===== src/sv/dtc_pkg.sv =====
package dtc_pkg;

    localparam int HEIGHT_W = 4;
    localparam int WIDTH_W  = 11;
    localparam int COUNT_W  = 30;

    localparam logic [COUNT_W-1:0] TILE_MOD = 30'd1000000007;

    typedef enum logic [2:0] {
        ST_IDLE,
        ST_SWEEP,
        ST_GAP,
        ST_FETCH,
        ST_LOAD,
        ST_DONE
    } dtc_state_t;

    // one destination mask per cycle, handed from the sequencer to the adder
    typedef struct packed {
        logic valid;
        logic bank;   // bank being read; the write goes to the other one
        logic use_b;  // second term (vertical domino) contributes
        logic init;   // first cell: table is implicit, entry zero is one
        logic a_one;  // first read address is mask zero
        logic b_one;  // second read address is mask zero
    } dtc_issue_t;

    typedef struct packed {
        logic               valid;
        logic [COUNT_W-1:0] count;
    } dtc_result_t;

endpackage


===== src/sv/dtc_acc.sv =====
module dtc_acc #(
    parameter int MASK_W = 10
) (
    input  logic                          clk,
    input  logic                          rst_n,
    input  dtc_pkg::dtc_issue_t           issue,
    input  logic [MASK_W-1:0]             wr_mask,
    input  logic [dtc_pkg::COUNT_W-1:0]   rdata_a,
    input  logic [dtc_pkg::COUNT_W-1:0]   rdata_b,
    output logic                          we,
    output logic [MASK_W:0]               waddr,
    output logic [dtc_pkg::COUNT_W-1:0]   wdata
);

    import dtc_pkg::*;

    dtc_issue_t         issue_reg;
    logic [MASK_W-1:0]  mask_reg;
    logic [COUNT_W-1:0] term_a;
    logic [COUNT_W-1:0] term_b;
    logic [COUNT_W:0]   sum;

    // lines up with the registered read data
    always_ff @(posedge clk or negedge rst_n)
    begin
        if (!rst_n)
        begin
            issue_reg <= '0;
            mask_reg  <= '0;
        end
        else
        begin
            issue_reg <= issue;
            mask_reg  <= wr_mask;
        end
    end

    always_comb
    begin
        if (issue_reg.init)
        begin
            term_a = COUNT_W'(issue_reg.a_one);
            term_b = COUNT_W'(issue_reg.b_one);
        end
        else
        begin
            term_a = rdata_a;
            term_b = rdata_b;
        end
        if (!issue_reg.use_b)
        begin
            term_b = '0;
        end
        sum = {1'b0, term_a} + {1'b0, term_b};
    end

    assign we    = issue_reg.valid;
    assign waddr = {~issue_reg.bank, mask_reg};
    assign wdata = (sum >= {1'b0, TILE_MOD}) ? COUNT_W'(sum - {1'b0, TILE_MOD})
                                              : COUNT_W'(sum);

endmodule


===== config.mk =====
export PLATFORM = sky130hd
export DESIGN_NAME = dtc_acc
export DESIGN_NICKNAME = d
export VERILOG_FILES = /design/src/sv/dtc_pkg.sv /design/src/sv/dtc_acc.sv
export SDC_FILE = /design/constraint.sdc
export NUM_CORES = 1
export LEC_CHECK = 0
export ABC_AREA = 1
export BUFFER_PORTS_ARGS = -buffer_cell sky130_fd_sc_hd__buf_4
export CORE_MARGIN = 1.5
export CORE_UTILIZATION = 45
export CTS_BUF_LIST = sky130_fd_sc_hd__clkbuf_8
export CTS_CLUSTER_SIZE = 24
export DETAILED_ROUTE_END_ITERATION = 8
export PLACE_DENSITY = 0.69
export SLEW_MARGIN = 20
export SYNTH_ARGS = -nofsm -noshare
export SYNTH_HDL_FRONTEND = slang
export SYNTH_SLANG_ARGS = --single-unit

===== constraint.sdc =====
create_clock -name clk -period 10.55 [get_ports clk]
set_input_delay 1.5825 -clock clk [delete_from_list [all_inputs] [get_ports clk]]
set_output_delay 1.5825 -clock clk [all_outputs]
set_load 0.02 [all_outputs]

==> out/metrics.yaml <==
ys_ff_latch: 16
place.gp.congestion: 0.917
syn_area_um2: 4840
yosys_warnings: 0
synth-main-ff-cell: "dfrtp_1"
crit_fanout: 53
largest_register_ffs: 10
ctsResizeCount: 0
grt_overflow_total: 0
track_usage: 0.232
power_frac_seq: 0.184
vias: 5647
final_antenna_net_count: 0
synthCells: 941
clockBufferDepth: 2
synth-edff-count: 0
area_growth_pct: 21.0
synth_fp_nets: 1051
synthAdderAreaFrac: 0.0842
initial_core_util: 0.467
cts_made_buffers: 3
h-tree-depth: 1
power_switching_share: 0.481
crit_type: "reg -> out"
cp-startpoint: "issue_reg[2]"
synth_cell_types: 35
drt-total-wl_um: 12800
hold_violations: 0
clk_pin_slew_worst_paths_ns: 0.06
fmax_ghz: 0.145
ir_drop_v: 0.000125
synth_compound_area_frac: 0.0724
core_um2: 10400
postCtsSetupBuffers: 0
ios: 120
setup_tns_ns: 0
drive_gt1_frac: 0.196
start_kind: "flop"
end_kind: "output port"
status: "finished clean"
holdBufCountCts: 0
async_flop_share: 1.00
grt_pass1_vias: 5015
finalSetupViolations: 0
slew_headroom: 0.382
clock-root-buffer: "clkbuf_8"
fp.dieW_um: 107
synth_xor_area_frac: 0.0341
leakagePower_nw: 3.57
route.detailed.drc: 0
p_int_w: 0.000189
dr.pass1.iters: 5
grt_pass1_wl_um: 22200
max_cap_violations: 0
grt_max_degree: 54
p_clk_frac: 0.119
cts_tree: "done"
drv_slew: 0
nets: 1163
rsz0062_at_grt: "false"
muxShareOfSynthArea: 0
setup.worst_path.end: "wdata[6]"
synth_top_family_by_area: "simple AND/OR/NAND/NOR gates"
hold_path_class: "in -> async"
diodes: 0
p_switching_w: 0.000175
worst_slew_pin_slew_ns: 0.926
detail_route.wl_per_cell_um: 10.8
core.rowCount: 37
first_iter_violations: 347
final_util: 0.565
avgViaCountPerCell: 4.76
final.min_clock_period_ns: 6.92
dieArea_um2: 11400
die_h_um: 107
synthSimpleGateAreaFrac: 0.557
power_frac_comb: 0.697
place_hpwl_um: 11300
fin_crit_sh: 0.656
seq_area_frac_synth: 0.0827
syn_area_per_cell_um2: 5.15
portBuffers: 119
antenna_found_initial: 0
clock_sinks: 16
worstPathArrival_ns: 5.34
critPathRequiredTime_ns: 8.97
powerDensity_nw_per_um2: 62.2
[routing by layer]
layer  wire length, um  share of wire  track usage  vias up
met5                 0              0            0        -
met4               115         0.0090       0.0295        0
met3               594          0.046      0.00851       10
met2              5470           0.43        0.375      141
met1              6620           0.52        0.349     2404
li1                  -              -            -     3092
[area by class of cell]
cell class	count	area (um2)
Tap cell	136	170
Timing Repair Buffer	119	893
Fill cell	1169	4510
Sequential cell	16	400
Multi-Input combinational cell	718	3620
Clock buffer	3	41.3
Inverter	195	732
[logic make-up (layout without fill, tap and decap cells)]
| group | after synthesis | in the layout |
|---|---|---|
| and+or+nand+nor | 610 | 610 |
| DFF | 16 | 16 |
| xor gates and xnor gates | 18 | 18 |
| AOI/OAI and AO/OA | 58 | 58 |
| buffers and inverters | 207 | 317 |
| adders and majority gates | 32 | 32 |
[power by group through the flow]
| stage | registers (W) | logic [W] | clock network (W) |
|---|---|---|---|
| after floorplan | 0.0000694 | 0.000171 | 0 |
| after global placement | 0.0000679 | 0.000253 | 0 |
| after detailed placement | 0.0000680 | 0.000253 | 0 |
| after CTS | 0.0000670 | 0.000254 | 0.0000443 |
| after global routing | 0.0000675 | 0.000285 | 0.0000490 |
| final | 0.0000670 | 0.000254 | 0.0000435 |
[worst min path at each step]
stage	startpoint	to	slack, ns	depth (start not counted)
after floorplan	rst_n	issue_reg[0]	1.29	0
after global placement	rst_n	mask_reg[5]	1.45	1
after CTS	rst_n	mask_reg[9]	1.19	1
after global routing	rst_n	mask_reg[9]	1.19	1
after detailed placement	rst_n	mask_reg[5]	1.45	1
final	rst_n	mask_reg[8]	1.18	1
[per-stage QoR]
stage	cell area, um2	hold WS (ns)	setup slack [ns]	power (W)	cells
final	5860	1.18	3.63	0.000364	1187
after global routing	5860	1.19	2.94	0.000401	1187
after global placement	5820	1.45	3.89	0.000321	1184
after detailed placement	5820	1.45	3.83	0.000321	1184
after floorplan	4840	1.29	4.73	0.000241	941
after CTS	5860	1.19	3.63	0.000366	1187
[cells in the mapped netlist (5+ instances only)]
cell type	count	share of area
nand2_1	327	0.25
inv_1	185	0.14
nor2_1	119	0.092
nand3_1	74	0.076
ha_1	31	0.080
nand2_2	24	0.031
a21oi_1	23	0.024
nand4_1	18	0.023
dfrtp_1	16	0.083
nor2_2	16	0.021
xor2_1	14	0.025
nand3_2	13	0.027
o21ai_1	11	0.011
inv_2	9	0.0070
o21ai_2	9	0.016
nor3_1	8	0.0083
o21ai_0	6	0.0062
buf_6	5	0.012
clkbuf_1	5	0.0039
[worst max-delay path: stages (launching register included)]
cell	delay, ns
dfrtp_1	0.95
inv_1	0.24
nand2_1	0.72
nor2_1	0.11
ha_1	0.40
nand2_1	0.13
inv_1	0.06
nand2_1	0.07
nand3_1	0.10
nor2_1	0.22
nor2_1	0.08
nor2_1	0.16
nand2_1	0.09
nand2_1	0.07
nand2_1	0.13
nand2_1	0.16
o21a_1	0.30
nand3_4	0.55
o21ai_1	0.36
buf_4	0.19
[placed cells by master, fill, tap and decap left out, types with 4 or more instances in the layout]
master	count
o21ai_2	9
dfrtp_1	16
nor2_2	16
nand3_2	13
inv_2	9
buf_4	119
ha_1	31
nand4_1	18
nor3_2	4
o21ai_0	6
nor3_1	8
xor2_1	14
o21ai_1	11
nand2_1	327
nor2_1	119
inv_1	185
nand3_1	74
a21oi_1	23
nand2_2	24
No activity file was read; power rests on OpenSTA's default activity.
