--- src/sv/dtc_pkg.sv ---
package dtc_pkg;

    localparam int HEIGHT_W = 4;
    localparam int WIDTH_W  = 11;
    localparam int COUNT_W  = 30;

    localparam logic [COUNT_W-1:0] TILE_MOD = 30'd1000000007;

    typedef enum logic [2:0] {
        ST_IDLE,
        ST_SWEEP,
        ST_GAP,
        ST_FETCH,
        ST_LOAD,
        ST_DONE
    } dtc_state_t;

    // one destination mask per cycle, handed from the sequencer to the adder
    typedef struct packed {
        logic valid;
        logic bank;   // bank being read; the write goes to the other one
        logic use_b;  // second term (vertical domino) contributes
        logic init;   // first cell: table is implicit, entry zero is one
        logic a_one;  // first read address is mask zero
        logic b_one;  // second read address is mask zero
    } dtc_issue_t;

    typedef struct packed {
        logic               valid;
        logic [COUNT_W-1:0] count;
    } dtc_result_t;

endpackage

--- src/sv/dtc_seq.sv ---
module dtc_seq #(
    parameter int MAX_ROWS = 10
) (
    input  logic                          clk,
    input  logic                          rst_n,
    input  logic                          start,
    input  logic [dtc_pkg::HEIGHT_W-1:0]  grid_height,
    input  logic [dtc_pkg::WIDTH_W-1:0]   grid_width,
    output logic                          ready,
    input  logic                          out_free,
    output dtc_pkg::dtc_issue_t           issue,
    output logic [MAX_ROWS-1:0]           wr_mask,
    output logic [MAX_ROWS:0]             raddr_a,
    output logic [MAX_ROWS:0]             raddr_b,
    input  logic [dtc_pkg::COUNT_W-1:0]   rdata_a,
    output dtc_pkg::dtc_result_t          result
);

    import dtc_pkg::*;

    localparam int MASK_W = MAX_ROWS;
    localparam int ROW_W  = $clog2(MAX_ROWS + 1);
    localparam int MW1    = MAX_ROWS + 1;

    dtc_state_t state_reg, state_next;

    logic [ROW_W-1:0]   rows_reg, rows_next;
    logic [WIDTH_W-1:0] cols_reg, cols_next;
    logic [MASK_W-1:0]  mask_last_reg, mask_last_next;
    logic [MASK_W-1:0]  d_reg, d_next;
    logic [ROW_W-1:0]   r_reg, r_next;
    logic [WIDTH_W-1:0] c_reg, c_next;
    logic               bank_reg, bank_next;
    logic               first_reg, first_next;
    logic [COUNT_W-1:0] count_reg, count_next;

    logic [4:0]         height_ext;
    logic [4:0]         rows_clamp;
    logic [ROW_W-1:0]   rows_eff;
    logic [MW1-1:0]     masks_eff;
    logic               odd_odd;
    logic               empty_grid;
    logic               last_mask;
    logic               last_row;
    logic               last_col;
    logic [MASK_W-1:0]  bit_sel;
    logic [MASK_W-1:0]  below_sel;
    logic [MASK_W-1:0]  mask_a;
    logic [MASK_W-1:0]  mask_b;
    logic               use_b;

    assign height_ext = {1'b0, grid_height};
    assign rows_clamp = (height_ext > 5'(MAX_ROWS)) ? 5'(MAX_ROWS) : height_ext;
    assign rows_eff   = ROW_W'(rows_clamp);
    assign masks_eff  = MW1'(1) << rows_eff;
    assign odd_odd    = rows_clamp[0] & grid_width[0];
    assign empty_grid = (rows_clamp == 5'd0) || (grid_width == '0);

    assign last_mask = (d_reg == mask_last_reg);
    assign last_row  = (r_reg == rows_reg - ROW_W'(1));
    assign last_col  = (c_reg == cols_reg - WIDTH_W'(1));

    // pull form: next[d] = cur[d ^ bit] + (bit clear, below set ? cur[d ^ below] : 0)
    assign bit_sel   = MASK_W'(1) << r_reg;
    assign below_sel = bit_sel << 1;
    assign mask_a    = d_reg ^ bit_sel;
    assign mask_b    = d_reg ^ below_sel;
    assign use_b     = ~|(d_reg & bit_sel) & |(d_reg & below_sel);

    always_comb
    begin
        state_next = state_reg;
        case (state_reg)
            ST_IDLE:
            begin
                if (start)
                begin
                    state_next = (odd_odd || empty_grid) ? ST_DONE : ST_SWEEP;
                end
            end
            ST_SWEEP:
            begin
                if (last_mask)
                begin
                    state_next = ST_GAP;
                end
            end
            ST_GAP:
            begin
                state_next = (last_row && last_col) ? ST_FETCH : ST_SWEEP;
            end
            ST_FETCH:
            begin
                state_next = ST_LOAD;
            end
            ST_LOAD:
            begin
                state_next = ST_DONE;
            end
            ST_DONE:
            begin
                if (out_free)
                begin
                    state_next = ST_IDLE;
                end
            end
            default:
            begin
                state_next = ST_IDLE;
            end
        endcase
    end

    always_comb
    begin
        ready        = 1'b0;
        issue        = '0;
        raddr_a      = {bank_reg, mask_a};
        raddr_b      = {bank_reg, mask_b};
        result.valid = 1'b0;
        result.count = count_reg;
        case (state_reg)
            ST_IDLE:
            begin
                ready = 1'b1;
            end
            ST_SWEEP:
            begin
                issue.valid = 1'b1;
                issue.bank  = bank_reg;
                issue.use_b = use_b;
                issue.init  = first_reg;
                issue.a_one = (mask_a == '0);
                issue.b_one = (mask_b == '0);
            end
            ST_FETCH:
            begin
                raddr_a = {bank_reg, {MASK_W{1'b0}}};
            end
            ST_DONE:
            begin
                result.valid = out_free;
            end
            default:
            begin
                ready = 1'b0;
            end
        endcase
    end

    assign wr_mask = d_reg;

    always_comb
    begin
        rows_next      = rows_reg;
        cols_next      = cols_reg;
        mask_last_next = mask_last_reg;
        d_next         = d_reg;
        r_next         = r_reg;
        c_next         = c_reg;
        bank_next      = bank_reg;
        first_next     = first_reg;
        count_next     = count_reg;
        case (state_reg)
            ST_IDLE:
            begin
                if (start)
                begin
                    rows_next      = rows_eff;
                    cols_next      = grid_width;
                    mask_last_next = MASK_W'(masks_eff - MW1'(1));
                    d_next         = '0;
                    r_next         = '0;
                    c_next         = '0;
                    bank_next      = 1'b0;
                    first_next     = 1'b1;
                    count_next     = odd_odd ? '0 : COUNT_W'(1);
                end
            end
            ST_SWEEP:
            begin
                if (!last_mask)
                begin
                    d_next = d_reg + MASK_W'(1);
                end
            end
            ST_GAP:
            begin
                d_next     = '0;
                bank_next  = ~bank_reg;
                first_next = 1'b0;
                if (last_row)
                begin
                    r_next = '0;
                    c_next = c_reg + WIDTH_W'(1);
                end
                else
                begin
                    r_next = r_reg + ROW_W'(1);
                end
            end
            ST_LOAD:
            begin
                count_next = rdata_a;
            end
            default:
            begin
                count_next = count_reg;
            end
        endcase
    end

    always_ff @(posedge clk or negedge rst_n)
    begin
        if (!rst_n)
        begin
            state_reg     <= ST_IDLE;
            rows_reg      <= '0;
            cols_reg      <= '0;
            mask_last_reg <= '0;
            d_reg         <= '0;
            r_reg         <= '0;
            c_reg         <= '0;
            bank_reg      <= 1'b0;
            first_reg     <= 1'b0;
            count_reg     <= '0;
        end
        else
        begin
            state_reg     <= state_next;
            rows_reg      <= rows_next;
            cols_reg      <= cols_next;
            mask_last_reg <= mask_last_next;
            d_reg         <= d_next;
            r_reg         <= r_next;
            c_reg         <= c_next;
            bank_reg      <= bank_next;
            first_reg     <= first_next;
            count_reg     <= count_next;
        end
    end

    a_mask_in_range: assert property (@(posedge clk) disable iff (!rst_n)
        state_reg == ST_SWEEP |-> d_reg <= mask_last_reg)
        else $error("mask counter past last mask");

    a_row_in_range: assert property (@(posedge clk) disable iff (!rst_n)
        state_reg == ST_SWEEP |-> r_reg < rows_reg)
        else $error("row counter past grid height");

    a_gap_exit: assert property (@(posedge clk) disable iff (!rst_n)
        state_reg == ST_GAP |=> state_reg == ST_SWEEP || state_reg == ST_FETCH)
        else $error("bad exit from cell gap");

endmodule

--- config.mk ---
export PLATFORM = sky130hd
export DESIGN_NAME = dtc_seq
export DESIGN_NICKNAME = d
export VERILOG_FILES = /design/src/sv/dtc_pkg.sv /design/src/sv/dtc_seq.sv
export SDC_FILE = /design/constraint.sdc
export NUM_CORES = 1
export LEC_CHECK = 0
export ABC_CLOCK_PERIOD_IN_PS = 3700
export BUFFER_PORTS_ARGS = -buffer_cell sky130_fd_sc_hd__buf_2
export CORE_MARGIN = 2
export CORE_UTILIZATION = 35
export DETAILED_ROUTE_END_ITERATION = 10
export HOLD_SLACK_MARGIN = 0.06
export PLACE_DENSITY = 0.59
export SLEW_MARGIN = 25
export SYNTH_ARGS = -nofsm -noshare
export SYNTH_HDL_FRONTEND = slang
export SYNTH_SLANG_ARGS = --single-unit
--- constraint.sdc ---
create_clock -name clk -period 3.7 [get_ports clk]
set_clock_uncertainty 0.2 [all_clocks]
set_input_delay 0.185 -clock clk [delete_from_list [all_inputs] [get_ports clk]]
set_output_delay 0.185 -clock clk [all_outputs]
set_load 0.02 [all_outputs]
==> results.toml <==
[status]
status = "finished clean"

[worst_setup_path]
r2r_start = "state_reg[1]"
slowest_stage = "or4_1"
max_stage_delay_ns = 0.54
cp.arrival_ns = 2.80
crit_top_cell = "ha_1"
path_max_fanout = 5
endpoint_kind = "output pin"
crit_required_ns = 3.31
worst-path-buf-inv = 2
crit_start = "r_reg[0]"
cp-start-kind = "flop"
reg2reg_depth = 5
r2r_slack_ns = 1.11
critPathCapture = "issue[0]"
crit_chain = "inv_1 -> ha_1 -> nor3b_1 -> ha_1 -> or4_1 -> nor4_1 -> buf_2"
reg2reg_to = "wr_mask[7]"
cp.depth = 7
crit_type = "flop to output pin"
critPathTopFamily = "simple AND/OR/NAND/NOR gates"

[clock_network]
cts.sinks = 84
clk_latency_ns = 0.34
cts_root_buf = "clkbuf_16"
cts_max_path_buffers = 2
path_clk_slew_ns = 0.06
cts_buffers = 9
cts_tree = "yes"
post_cts_buffers = 0
htree_levels = 3

[pwr]
leakagePower_uw = 0.00314
irDropWorstVdd_v = 0.000337
p_per_area_mw_per_mm2 = 830

[detailed_routing]
antenna_left = 0
drt-total-wl_um = 13900
avgViaCountPerCell = 5.17
drt_iter0_markers = 261
post_drt_wl_per_cell_um = 15.6
drcViolationCount = 0
dr_total_vias = 4608
first_pass_iters = 4

[logic_synthesis]
synth_edf_count = 0
ys_warn_count = 0
ys_seq_area_share_pct = 42.8
synth-main-ff-cell = "dfrtp_1"
syn_inst = 559
syn_nets = 638
syn_area_per_cell_um2 = 8.79
async_flop_share_pct = 100
synth_area_mm2 = 0.00492
yosysUniqueCellTypes = 55
ys_ff_latch = 84

[layout]
area_growth_pct = 30.2
largest_reg_flops = 30
final_cell_mix = "117 x nand2_1, 117 x buf_2, 84 x dfrtp_1"
final_nets = 787
drive_gt1_share_pct = 21.0
antenna_cells = 0
post-route-util_pct = 46.5
instances_no_fill = 891

[timing]
fmax_mhz = 314
setup_slack_ns = 0.513
hold_viol = 0
maxSlewViolCount = 0
worstMarginPinSlew_ns = 0.863
relSlewSlack_pct = 42.5
finalSetupViolations = 0
finalCritPeriodShare_pct = 86.1
rsz0062_at_grt = "no"
post-route-min-period_ns = 3.19
setup_tns_ns = 0

[floorplan]
start_util_pct = 35.7
row_count = 43
die_h_um = 123
die-area_mm2 = 0.0150
io_pins = 119
dieWidth_um = 123
core_mm2 = 0.0138

[grt]
grt_pass1_vias = 4526
grt_antenna_before_repair = 0
track_usage_pct = 19.6
grt_overflow = 0
grt_pass1_wl_um = 23000
grt_max_degree = 67

[placement]
io_buffers = 118
dpl_worst_slack_ns = 0.883
place_inst = 829
hpwl_um = 9610
place.gp.congestion = 0.843

[run]
drv_cap = 0

[hold_path]
hp-class = "flop to flop"
holdCritStartpoint = "first_reg"
==> per-layer routing <==
layer	GRT usage, %	vias up	part of all wire (%)
li1	-	2262	-
met1	27.2	2171	49
met2	30.2	158	44
met3	3.72	17	5.7
met4	7.47	0	1.8
met5	0	-	0
==> final cells by class <==
| class | instances | area, µm² |
|---|---|---|
| flip-flops and latches | 84 | 2100 |
| fillers | 1374 | 7370 |
| clock inverters | 2 | 10.0 |
| repair buffers | 170 | 1100 |
| well taps | 180 | 225 |
| clock buffers | 12 | 267 |
| inverters | 18 | 67.6 |
| multi-input cells | 425 | 2620 |
==> tightest hold or removal path, delay by kind of cell, from the launching register on <==
| kind | cells | cell delay [ns] |
|---|---|---|
| AND/OR/NAND/NOR | 2 | 0.10 |
| flip-flops | 1 | 0.34 |
==> logic make-up after synthesis <==
family	count (synthesis)	share of synthesized area (%)
xor gates and xnor gates	30	5.83
DFF	84	42.8
and+or+nand+nor	269	27.4
muxes	2	0.407
AOI/OAI and AO/OA	94	11.9
buffers and inverters	50	4.07
adders and majority gates	30	7.64
==> metrics by stage <==
stage	power, µW	cell area, µm²	hold slack, ns
global placement	4340	5640	0.152
detailed placement	4400	5640	0.159
floorplan	3610	4920	-0.311
CTS	5330	6400	0.282
finish	5310	6400	0.272
global route	5730	6400	0.304
==> timing repair <==
item	CTS	global route
resized for setup	0	0
endpoints found under the hold margin	114	0
hold buffers	48	0
==> cell usage after synthesis, drive strengths merged, types with 2 or more instances <==
master / n / area (µm²)
and2: 16 / 100
nand3: 47 / 235
o21ai: 33 / 165
dfrtp: 84 / 2100
a31o: 3 / 26.3
o311ai: 2 / 17.5
nor4: 16 / 106
a31oi: 4 / 25.0
nor2b: 2 / 12.5
xnor2: 11 / 104
nand4: 8 / 65.1
nand2: 119 / 447
inv: 18 / 67.6
clkbuf: 27 / 101
nand3b: 3 / 22.5
nor4b: 2 / 17.5
xor2: 18 / 158
a21oi: 19 / 95.1
nor2: 15 / 56.3
nand2b: 2 / 12.5
or4: 7 / 52.6
mux2i: 2 / 20.0
nor3: 8 / 51.3
buf: 5 / 31.3
o21a: 4 / 30.0
o211ai: 8 / 60.1
and3: 5 / 31.3
ha: 30 / 375
nor3b: 8 / 65.1
or3: 8 / 50.1
o31ai: 11 / 82.6
==> worst min-delay path by stage <==
stage | to | slack [ns] | cells past startpoint
6_report | first_reg | 0.27 | 2
5_1_grt | first_reg | 0.30 | 2
4_1_cts | first_reg | 0.28 | 2
3_5_place_dp | first_reg | 0.16 | 1
3_3_place_gp | first_reg | 0.15 | 1
2_1_floorplan | bank_reg | -0.31 | 0
==> power by group <==
group          internal [µW]  leakage (µW)  switching, µW
sequential              1320       0.00105            542
combinational           1040       0.00195           1550
clock                    500      0.000140            357
Note: power is estimated with default switching activity, not from simulation.
